**config.mk**
```make
export PLATFORM = sky130hd
export DESIGN_NAME = rsna_ctrl
export DESIGN_NICKNAME = d
export VERILOG_FILES = /design/src/assert_macros.svh /design/src/rsna_pkg.sv /design/src/rsna_ctrl.sv
export SDC_FILE = /design/constraint.sdc
export NUM_CORES = 1
export LEC_CHECK = 0
export ABC_AREA = 1
export BUFFER_PORTS_ARGS = -buffer_cell sky130_fd_sc_hd__clkbuf_2
export CAP_MARGIN = 20
export CORE_MARGIN = 2
export CORE_UTILIZATION = 59
export DETAILED_ROUTE_END_ITERATION = 16
export PLACE_DENSITY = 0.85
export SETUP_SLACK_MARGIN = 0.3
export SYNTH_ARGS = -nofsm -noshare
export SYNTH_HDL_FRONTEND = slang
export SYNTH_SLANG_ARGS = --single-unit
```
**constraint.sdc**
```tcl
create_clock -name clk -period 4.3 [get_ports clk]
set_input_delay 0.645 -clock clk [delete_from_list [all_inputs] [get_ports clk]]
set_output_delay 0.645 -clock clk [all_outputs]
set_load 0.05 [all_outputs]
```
**src/assert_macros.svh**
```systemverilog
// Assertion macros for the row noise adder
`ifndef ASSERT_MACROS_SVH
`define ASSERT_MACROS_SVH
`ifndef SYNTHESIS
`define ASSERT_IMPL(label, clk, rst_n, prop) \
	label: assert property (@(posedge clk) disable iff (!rst_n) prop) \
	else $error("assertion failed");
`define ASSERT_NEVER(label, clk, rst_n, expr) \
	label: assert property (@(posedge clk) disable iff (!rst_n) !(expr)) \
	else $error("forbidden condition");
`else
`define ASSERT_IMPL(label, clk, rst_n, prop)
`define ASSERT_NEVER(label, clk, rst_n, expr)
`endif
`endif

```
**src/rsna_pkg.sv**
```systemverilog
// Shared types and constants for the row noise adder
package rsna_pkg;
	localparam int MaxRowLength = 64;
	localparam int AddrW = $clog2(MaxRowLength);
	localparam int CntW = $clog2(MaxRowLength + 1);

	typedef struct packed {
		logic signed [31:0] sample_value;
		logic signed [15:0] noise_sample;
		logic end_of_row;
	} in_item_t;

	typedef struct packed {
		logic signed [31:0] out_value;
		logic last_of_row;
		logic saturated;
	} out_item_t;

	// controller -> datapath
	typedef struct packed {
		logic wr_en;        // store accepted item
		logic rd_en;        // issue buffer read at rd_addr
		logic [AddrW-1:0] rd_addr;
		logic mean_start;   // start sum / n
		logic sq_acc;       // accumulate (x-mean)^2 of read data
		logic sq_clr;
		logic var_start;    // start variance divide
		logic sqrt_start;
		logic scale_load;   // std * gain
		logic mul_s1;       // output pipeline stage 1 load
		logic out_load;     // output register load
		logic out_last;
		logic row_clr;
	} dp_cmd_t;

	typedef struct packed {
		logic div_busy;
		logic sqrt_busy;
	} dp_sts_t;
endpackage

```
**src/rsna_ctrl.sv**
```systemverilog
// Sequencer: fill, mean, variance pass, root, scale, output pass, drain
module rsna_ctrl
	import rsna_pkg::*;
(
	input  logic clk,
	input  logic arst_n,
	input  logic in_valid,
	output logic in_ready,
	input  logic in_eor,
	output logic out_valid,
	input  logic out_ready,
	input  dp_sts_t sts,
	output dp_cmd_t cmd,
	output logic [AddrW-1:0] wr_addr,
	output logic [CntW-1:0] row_len
);
	typedef enum logic [7:0] {
		S_FILL = 8'b0000_0001, S_MEAN = 8'b0000_0010, S_SQ = 8'b0000_0100,
		S_VAR = 8'b0000_1000, S_ROOT = 8'b0001_0000, S_SCL = 8'b0010_0000,
		S_OUT = 8'b0100_0000, S_WAIT = 8'b1000_0000
	} state_t;
	state_t state_q;
	logic [CntW-1:0] cnt_q, idx_q;
	logic started_q;
	logic [1:0] pipe_q; // [0]: read issued, [1]: s1 loaded
	logic out_valid_q;
	logic acc;
	logic s1_free;

	assign row_len = cnt_q;
	assign wr_addr = cnt_q[AddrW-1:0];
	assign in_ready = (state_q == S_FILL);
	assign acc = in_valid && in_ready;
	assign out_valid = out_valid_q;
	// output stage advances when the output register is empty or taken
	assign s1_free = !out_valid_q || out_ready;

	always_comb begin
		cmd = '0;
		cmd.wr_en = acc;
		cmd.rd_addr = idx_q[AddrW-1:0];
		cmd.mean_start = (state_q == S_MEAN) && !started_q;
		cmd.sq_clr = (state_q == S_SQ) && !started_q;
		cmd.rd_en = ((state_q == S_SQ) && idx_q < cnt_q)
			|| ((state_q == S_OUT) && idx_q < cnt_q && (s1_free || !pipe_q[1]) && !pipe_q[0]);
		cmd.sq_acc = (state_q == S_SQ) && pipe_q[0];
		cmd.var_start = (state_q == S_VAR) && !started_q;
		cmd.sqrt_start = (state_q == S_ROOT) && !started_q;
		cmd.scale_load = (state_q == S_SCL);
		cmd.mul_s1 = (state_q == S_OUT) && pipe_q[0];
		cmd.out_last = (idx_q == cnt_q);
		cmd.out_load = (state_q == S_OUT) && pipe_q[1] && s1_free;
		cmd.row_clr = (state_q == S_WAIT) && !out_valid_q;
	end

	always_ff @(posedge clk or negedge arst_n) begin
		if (!arst_n) begin
			state_q <= S_FILL;
			cnt_q <= '0;
			idx_q <= '0;
			started_q <= 1'b0;
			pipe_q <= '0;
			out_valid_q <= 1'b0;
		end else begin
			if (cmd.out_load) out_valid_q <= 1'b1;
			else if (out_ready) out_valid_q <= 1'b0;
			unique case (state_q)
				S_FILL: begin
					if (acc) begin
						cnt_q <= cnt_q + 1'b1;
						if (in_eor || cnt_q == CntW'(MaxRowLength - 1)) begin
							state_q <= S_MEAN;
							started_q <= 1'b0;
						end
					end
				end
				S_MEAN: begin
					if (started_q && !sts.div_busy) begin
						state_q <= S_SQ;
						started_q <= 1'b0;
						idx_q <= '0;
						pipe_q <= '0;
					end else begin
						started_q <= 1'b1;
					end
				end
				S_SQ: begin
					if (started_q) begin
						pipe_q[0] <= cmd.rd_en;
						if (cmd.rd_en) idx_q <= idx_q + 1'b1;
						if (!cmd.rd_en && !pipe_q[0] && idx_q == cnt_q) begin
							state_q <= S_VAR;
							started_q <= 1'b0;
						end
					end else begin
						started_q <= 1'b1;
					end
				end
				S_VAR: begin
					if (started_q && !sts.div_busy) begin
						state_q <= S_ROOT;
						started_q <= 1'b0;
					end else begin
						started_q <= 1'b1;
					end
				end
				S_ROOT: begin
					started_q <= 1'b1;
					if (started_q && !sts.sqrt_busy) state_q <= S_SCL;
				end
				S_SCL: begin
					state_q <= S_OUT;
					idx_q <= '0;
					pipe_q <= '0;
				end
				S_OUT: begin
					if (cmd.rd_en) idx_q <= idx_q + 1'b1;
					pipe_q[0] <= cmd.rd_en;
					if (cmd.mul_s1) pipe_q[1] <= 1'b1;
					else if (cmd.out_load) pipe_q[1] <= 1'b0;
					if (cmd.out_load && idx_q == cnt_q && !pipe_q[0]) state_q <= S_WAIT;
				end
				S_WAIT: begin
					if (!out_valid_q) begin
						state_q <= S_FILL;
						cnt_q <= '0;
					end
				end
				default: state_q <= S_FILL;
			endcase
		end
	end
endmodule

```
==> metrics.csv, run 1 <==
metric,value,unit
via count,1798,
"antenna viol nets, final",0,
Unique masters post-synth,29,
final setup fails,0,
DRT Wirelength,4000,um
setup bufs post-CTS,0,
proportion of layout cells with a drive suffix above 1,0.194,
Lkg Pwr,1.25,nW
die area,0.00374,mm2
hold buffer count at CTS,0,
CP most frequent cell,nand2_1,
asr flop ratio synth,1.00,
I/O pin cnt,40,
TritonCTS Buffers,3,
Place WS,1.91,ns
syn avg cell area,6.87,um2
fin crit share,0.647,
setup total negative slack,0,ns
Arrival @ worst endpoint,2.14,ns
RSZ-0062 raised after global routing,false,
Initial Util,0.627,
first-pass iteration count of the detailed router,4,
critical path's largest stage delay,0.47,ns
Post-synth EDFFs,0,
Synth Warn #,0,
fmax,0.360,GHz
Critical Path End Type,primary output,
Setup crit start,row_len[2],
CP startpoint kind,flop,
std cell rows,20,
GR Overflow Total,0,
root buf cell,clkbuf_4,
DIE HEIGHT,61.2,um
"Reg clk slew, reported paths",0.15,ns
Synth top cells by count,"nand2_1 (80), inv_1 (40), nor2_1 (34), nand3_1 (30), dfrtp_1 (25)",
Max Slew Vio Count,0,
cell count after synthesis,281,
input/output buffers,39,
Tmin final,2.78,ns
initial antenna violation count,0,
Mapped Area,0.00193,mm2
Layout Skew,0.00437,ns
worst setup path endpoint,cmd[16],
number of max-cap violations,0,
worst slew pin tran,0.642,ns
"non-filler cells, final",354,
final net count,327,
residual DRC count,0,
post-synthesis sequential area ratio,0.338,
worst r2r dst,state_q[2],
Post-DP HPWL,3150,um
status,finished clean,
wire length per cell,11.3,um
dominant synthesized flop cell,dfrtp_1,
Final WS setup,1.52,ns
Worst R2R Setup Slack,2.26,ns
Worst Hold Class,input pin to asynchronous set/reset pin,
"Req. time, crit path",3.65,ns
Vias per Instance,5.08,
r2r startpoint,row_len[4],
GRT Util Overall,0.248,
crit-path max FO,7,
# resized after CTS,0,
Slowest cell on crit path,dfrtp_1,
Die Width,61.2,um
Max IR drop VDD,0.000557,V
vias in the first global route,1590,
first-pass GRT wire length,7040,um
Final GP Congestion,0.896,
PD cells,630,mW/mm2
# H-tree levels,1,
CTS tree,built,
Slew headroom,0.572,
clk sink count,26,
"critical path, cell by cell","inv_1, ha_1, a21oi_1, nand2_1, nand2_1, nand2_1, inv_1, nand2_1, inv_1, clkbuf_2",
Synth Net Count,297,
Worst-Skew Late Latency,0.32,ns
DRT iter0 DRCs,83,
Synth area leader,dfrtp_1,
top cell type's share of synthesized area,0.324,
tightest hold margin,0.315,ns
"count leader, synth",nand2_1,
synth top area cells,"dfrtp_1 (32%), nand2_1 (16%), inv_1 (7.8%)",
critical path class,flop to primary output,
Area Growth Syn to Fin,9.53,%
# placed instances,350,
number of diodes,0,
Worst R2R Path Depth,11,
"flops & latches, synth",26,
core box area,0.00308,mm2
largest net degree at the start of global routing,27,
Fin. Hold Viols,0,
CTS max path bufs,2,
report_power, final:
group,internal [W],switching [W],total [W]
registers,0.000302,0.0000637,0.000366
clock network,0.0000517,0.0000752,0.000127
logic,0.000211,0.000628,0.000839
registers in the layout (all words and copies together) (netlist names):
register,count
row_len,7
state_q,8
pipe_q,2
started_q,1
idx_q,7
out_valid,1
how the worst min path moves through the flow:
| stage | from | to | slack (ns) | depth (start not counted) |
|---|---|---|---|---|
| floorplan | arst_n | idx_q[0] | 0.35 | 0 |
| global placement | pipe_q[1] | pipe_q[1] | 0.50 | 2 |
| detailed placement | pipe_q[1] | pipe_q[1] | 0.52 | 2 |
| CTS | arst_n | idx_q[1] | 0.33 | 1 |
| global route | arst_n | idx_q[1] | 0.34 | 1 |
| finish | arst_n | pipe_q[0] | 0.32 | 1 |
kinds of logic (layout without fill, tap and decap cells):
kind of cell             count (synthesis)  after routing  share of synthesized area
AO/OA/AOI/OAI                           14             14                     0.0486
XOR/XNOR                                 9              9                     0.0409
flip-flops                              26             26                      0.338
AND/OR/NAND/NOR                        165            165                      0.375
adder cells (fa/ha/maj)                  9              9                     0.0584
buffers and inverters                   58             87                      0.139
cell type report:
cell class,instances,area [um2]
timing repair buffer,39,195
inverter,44,165
tap,44,55.1
clock buffer,4,36.3
fill,265,965
multi-input combinational,197,1010
sequential,26,652
stage by stage:
| stage | cell area (um2) | utilization | total power, W |
|---|---|---|---|
| floorplan | 1930 | - | 0.00106 |
| global placement | 2080 | 0.675 | 0.00119 |
| detailed placement | 2080 | 0.675 | 0.00120 |
| CTS | 2110 | 0.687 | 0.00133 |
| global route | 2110 | 0.687 | 0.00145 |
| finish | 2110 | 0.687 | 0.00133 |
per-layer routing:
metal | GRT usage | vias up | part of all wire
met5 | 0 | - | 0
met4 | 0.0621 | 0 | 0.0047
met3 | 0.0252 | 2 | 0.064
met2 | 0.378 | 57 | 0.44
met1 | 0.379 | 815 | 0.49
li1 | - | 924 | -
placed cells by master (no fill, tap or decap), drive strengths merged:
cell / netlist / final
a21oi: 3 / 3
a31oi: 1 / 1
clkbuf: 0 / 43
dfrtp: 25 / 25
dfstp: 1 / 1
ha: 9 / 9
inv: 44 / 44
nand2: 85 / 85
nand3: 31 / 31
nand3b: 1 / 1
nand4: 2 / 2
nor2: 37 / 37
nor3: 4 / 4
nor4: 1 / 1
o21ai: 7 / 7
o31ai: 3 / 3
or2: 4 / 4
xnor2: 1 / 1
xor2: 8 / 8
critical path: cells and delay by family, from the launching register on:
kind | cells | cell delay (ns)
buffers and inverters | 4 | 0.65
flip-flops | 1 | 0.47
adder cells (fa/ha/maj) | 1 | 0.31
AND/OR/NAND/NOR | 4 | 0.23
AO/OA/AOI/OAI | 1 | 0.16
Note: power is estimated with default switching activity, not from simulation.
==> inputs of run 2 (changes only) <==
Settings changed: CORE_UTILIZATION 59 to 49, PLACE_DENSITY 0.85 to 0.75.
Clock period 4.3 ns to 2.4 ns, I/O delays scaled along.
==> run 2 against run 1 <==
  * Sequential share of layout area fell by 3.5 points
  * Hold slack got worse by 0.23 ns
  * Sequential power rose by 76%
  * Cell area rose by 15%
  * Combinational power rose by 120%
  * Critical path type unchanged
==> metrics.csv, run 2 (synthesized netlist as in run 1, its figures left out) <==
metric,value,unit
CP startpoint kind,flop,
worst slew pin tran,0.659,ns
Max IR drop VDD,0.000544,V
DRT Wirelength,4760,um
clock power share,0.096,
tightest hold margin,0.0889,ns
"antenna viol nets, final",0,
I/O pin cnt,40,
die area,0.00446,mm2
# H-tree levels,1,
fin crit share,0.880,
GR Overflow Total,0,
Slew headroom,0.561,
first-pass iteration count of the detailed router,4,
Post-DP HPWL,3340,um
wire length per cell,12.6,um
number of diodes,0,
setup total negative slack,0,ns
core box area,0.00372,mm2
final setup fails,0,
proportion of layout cells with a drive suffix above 1,0.342,
DIE HEIGHT,66.8,um
input/output buffers,39,
sw power,0.00149,W
GRT Util Overall,0.229,
"commonest cells after routing, fill and taps aside","nand2_1 (74), inv_1 (35), clkbuf_2 (35)",
Largest Register,state_q,
FILL cells,318,
Fin. Hold Viols,0,
switch share,0.548,
clk sink count,26,
Worst R2R Path Depth,15,
initial antenna violation count,0,
first-pass GRT wire length,7630,um
combinational share of power,0.667,
crit-path max FO,2,
Layout Skew,0.0116,ns
Final GP Congestion,0.913,
RSZ-0062 raised after global routing,true,
TritonCTS Buffers,3,
Worst-Skew Late Latency,0.28,ns
Lkg Pwr,1.36,nW
residual DRC count,0,
hold buffer count at CTS,0,
Vias per Instance,5.09,
std cell rows,22,
max reg flops,8,
Int Pwr,0.00123,W
r2r startpoint,row_len[5],
"Reg clk slew, reported paths",0.10,ns
status,finished clean,
PD cells,1120,mW/mm2
Area Growth Syn to Fin,25.9,%
critical path class,flop to primary output,
CTS max path bufs,2,
root buf cell,clkbuf_8,
fmax,0.474,GHz
DRT iter0 DRCs,117,
Max Slew Vio Count,0,
Arrival @ worst endpoint,1.75,ns
vias in the first global route,1659,
Worst R2R Setup Slack,0.41,ns
Tmin final,2.11,ns
via count,1924,
Flop pwr share,0.237,
Setup crit start,row_len[5],
Critical Path End Type,primary output,
CTS tree,built,
number of max-cap violations,0,
Final Util,0.654,
"Req. time, crit path",2.04,ns
"commonest non-fill, non-tap cell in the layout",nand2_1,
largest net degree at the start of global routing,27,
final net count,347,
worst r2r dst,state_q[3],
Initial Util,0.519,
Worst Hold Class,input pin to asynchronous set/reset pin,
Die Width,66.8,um
run 2: metal layers:
| metal | global-route usage | wire (um) | up-vias |
|---|---|---|---|
| met5 | 0 | 0 | - |
| met4 | 0.0867 | 108 | 0 |
| met3 | 0.0321 | 275 | 11 |
| met2 | 0.363 | 2140 | 68 |
| met1 | 0.316 | 2240 | 884 |
| li1 | - | - | 961 |
run 2: power groups by stage:
stage | logic (W) | registers [W] | clock network, W
6_report | 0.00181 | 0.000644 | 0.000261
5_1_grt | 0.00199 | 0.000650 | 0.000285
4_1_cts | 0.00171 | 0.000644 | 0.000264
3_5_place_dp | 0.00150 | 0.000675 | 0
3_3_place_gp | 0.00148 | 0.000668 | 0
2_1_floorplan | 0.00111 | 0.000808 | 0
run 2: through the flow:
step | area (um2) | std cells | setup slack [ns] | power, W
finish | 2430 | 378 | 0.289 | 0.00272
global route | 2430 | 378 | 0.191 | 0.00292
CTS | 2330 | 373 | 0.302 | 0.00262
detailed placement | 2100 | 354 | 0.333 | 0.00218
global placement | 2100 | 354 | 0.390 | 0.00215
floorplan | 1950 | 281 | 0.375 | 0.00192
run 2: final cells by class:
class,count,area [um2],area share
Multi-Input combinational cell,197,1110,0.458
Tap cell,48,60.1,0.0247
Timing Repair Buffer,59,377,0.155
Clock buffer,4,45.0,0.0185
Inverter,44,169,0.0695
Sequential cell,26,666,0.274
run 2: how the worst max path moves through the flow:
stage / endpoint / slack, ns / cells past startpoint
2_1_floorplan: cmd[16] / 0.37 / 9
3_3_place_gp: cmd[16] / 0.39 / 10
3_5_place_dp: cmd[16] / 0.33 / 9
4_1_cts: cmd[16] / 0.30 / 10
5_1_grt: cmd[16] / 0.19 / 10
6_report: cmd[16] / 0.29 / 10
run 2: repair_timing:
| item | CTS | global route |
|---|---|---|
| buffers inserted | 15 | 5 |
| pin swaps | 3 | 3 |
| setup endpoints to repair | 2 | 12 |
| resized for setup | 18 | 23 |
run 2: critical path, cell delays in order (launching register included):
cell and delay, ns:
dfrtp_2 0.43, inv_2 0.08, ha_4 0.19, nand2_2 0.10, inv_1 0.06, a21oi_2 0.15, nand2_2 0.07, inv_1 0.06
nand2_2 0.07, clkinvlp_4 0.09, clkbuf_16 0.16
==> inputs of run 3 (changes only) <==
Settings changed: ABC_AREA 1 to not set, PLACE_DENSITY 0.75 to 0.77.
==> run 3 against run 2 <==
  * The run now ends with negative setup slack left
  * Worst setup slack got worse by 0.35 ns
  * Cell count shrank 12%
  * Total power rose by 36%
==> metrics.csv, run 3 <==
metric,value,unit
final setup fails,4,
Worst R2R Setup Slack,-0.04,ns
worst slew pin tran,0.674,ns
std cell rows,22,
failing checks,negative setup slack,
"commonest cells after routing, fill and taps aside","buf_4 (36), clkbuf_2 (26), nand2_1 (20)",
core box area,0.00372,mm2
"flops & latches, synth",26,
"count leader, synth",dfrtp_1,
Setup crit start,state_q[4],
input/output buffers,39,
FILL cells,223,
clk sink count,26,
DIE HEIGHT,66.7,um
# H-tree levels,1,
Die Width,66.7,um
"Reg clk slew, reported paths",0.10,ns
proportion of layout cells with a drive suffix above 1,0.490,
fin crit share,1.02,
"Req. time, crit path",2.04,ns
"antenna viol nets, final",0,
"commonest non-fill, non-tap cell in the layout",buf_4,
synth top area cells,"dfrtp_1 (32%), ha_1 (5.8%), buf_4 (5.1%)",
status,finished with violations,
Worst R2R Path Depth,6,
Synth Warn #,0,
fmax,0.407,GHz
Fin. Hold Viols,0,
Tmin final,2.46,ns
RSZ-0062 raised after global routing,true,
DRT iter0 DRCs,163,
worst r2r dst,state_q[3],
GR Overflow Total,0,
Max IR drop VDD,0.000826,V
I/O pin cnt,40,
residual DRC count,0,
Synth Net Count,238,
Post-synth EDFFs,0,
total power,0.00369,W
die area,0.00445,mm2
Final WS setup,-0.0579,ns
critical path class,flop to primary output,
asr flop ratio synth,1.00,
max reg flops,8,
Final Util,0.764,
Layout Skew,0.00647,ns
number of max-cap violations,0,
r2r startpoint,state_q[4],
post-synthesis sequential area ratio,0.338,
Final GP Congestion,0.879,
wire length per cell,17.8,um
dominant synthesized flop cell,dfrtp_1,
CTS max path bufs,2,
number of diodes,0,
Arrival @ worst endpoint,2.10,ns
Worst Hold Class,input pin to asynchronous set/reset pin,
TritonCTS Buffers,3,
DRT Wirelength,5960,um
crit-path max FO,4,
Unique masters post-synth,53,
Largest Register,state_q,
initial antenna violation count,0,
GRT Util Overall,0.249,
Initial Util,0.519,
CP startpoint kind,flop,
worst setup path endpoint,cmd[3],
Mapped Area,0.00193,mm2
vias in the first global route,1758,
Slew headroom,0.551,
CTS tree,built,
cell count after synthesis,222,
first-pass iteration count of the detailed router,5,
Synth top cells by count,"dfrtp_1 (25), nand2_1 (23), nor2_1 (20), a21oi_1 (16)",
Post-DP HPWL,3490,um
PD cells,1300,mW/mm2
syn avg cell area,8.69,um2
root buf cell,clkbuf_8,
Vias per Instance,6.11,
Critical Path End Type,primary output,
largest net degree at the start of global routing,27,
Max Slew Vio Count,0,
Lkg Pwr,1.29,nW
final net count,303,
via count,2041,
Area Growth Syn to Fin,47.2,%
Worst-Skew Late Latency,0.29,ns
Synth area leader,dfrtp_1,
top cell type's share of synthesized area,0.324,
first-pass GRT wire length,8240,um
-- run 3: cell count changes after synthesis, sizes merged, moves of 5 or more --
cell	before	now
nor2	37	20
nand3	31	11
a21oi	3	16
xor2	8	1
inv	44	13
a21o	0	6
nand2	85	23
nor4b	0	5
o21ai	7	12
nand2b	0	6
-- run 3: how the worst min path moves through the flow --
stage                      to  cells past startpoint  slack (ns)    from
global route        started_q                      1        0.14  arst_n
floorplan            idx_q[0]                      0        0.06  arst_n
global placement    started_q                      1        0.42  arst_n
detailed placement  started_q                      1        0.43  arst_n
finish              started_q                      1        0.09  arst_n
CTS                 started_q                      1        0.12  arst_n
-- run 3: report_power, final --
group / internal, W / switching, W / total, W
sequential: 0.000605 / 0.000262 / 0.000867
clock: 0.000224 / 0.000158 / 0.000382
combinational: 0.000892 / 0.00154 / 0.00244
-- run 3: cells by family after synthesis --
group | synth area share
XOR/XNOR | 0.0182
AND/OR/NAND/NOR | 0.286
adder cells (fa/ha/maj) | 0.0584
AO/OA/AOI/OAI | 0.178
multiplexers | 0.0273
flip-flops | 0.338
buffers and inverters | 0.0934
-- run 3: area by class of cell --
class,count,area [um2],share of cell area
repair buffers,78,639,0.225
multi-input cells,165,1350,0.476
clock buffers,3,41.3,0.0145
flip-flops and latches,26,664,0.234
inverters,13,52.6,0.0185
clock inverters,1,30.0,0.0106
well taps,48,60.1,0.0212
-- run 3: repair_timing --
item | 4_1_cts | 5_1_grt
cloned | 0 | 0
setup endpoints to repair | 28 | 33
gates resized for setup | 39 | 42
hold buffers | 0 | 0
buffers inserted | 15 | 6
pin swaps | 19 | 15
-- run 3: per-stage QoR --
step | instances | area (um2) | hold WS, ns | setup TNS [ns] | setup WS [ns]
detailed placement | 309 | 2280 | 0.427 | 0 | 0.0402
global route | 334 | 2840 | 0.140 | -0.364 | -0.0999
global placement | 309 | 2280 | 0.422 | 0 | 0.130
finish | 334 | 2840 | 0.0930 | -0.180 | -0.0579
floorplan | 222 | 2010 | 0.0644 | 0 | 0.111
CTS | 328 | 2670 | 0.119 | -0.0344 | -0.0344
-- run 3: routing by layer --
metal	routed length (um)	track usage	vias to the layer above
met4	201	0.0765	0
met3	465	0.0524	25
li1	-	-	918
met1	2460	0.341	980
met2	2830	0.393	118
met5	0	0	-
-- run 3: worst max-delay path: stages (launching register included) --
cell	delay, ns
dfrtp_1	0.39
or4_4	0.58
or4b_4	0.55
nor2_4	0.13
buf_8	0.15
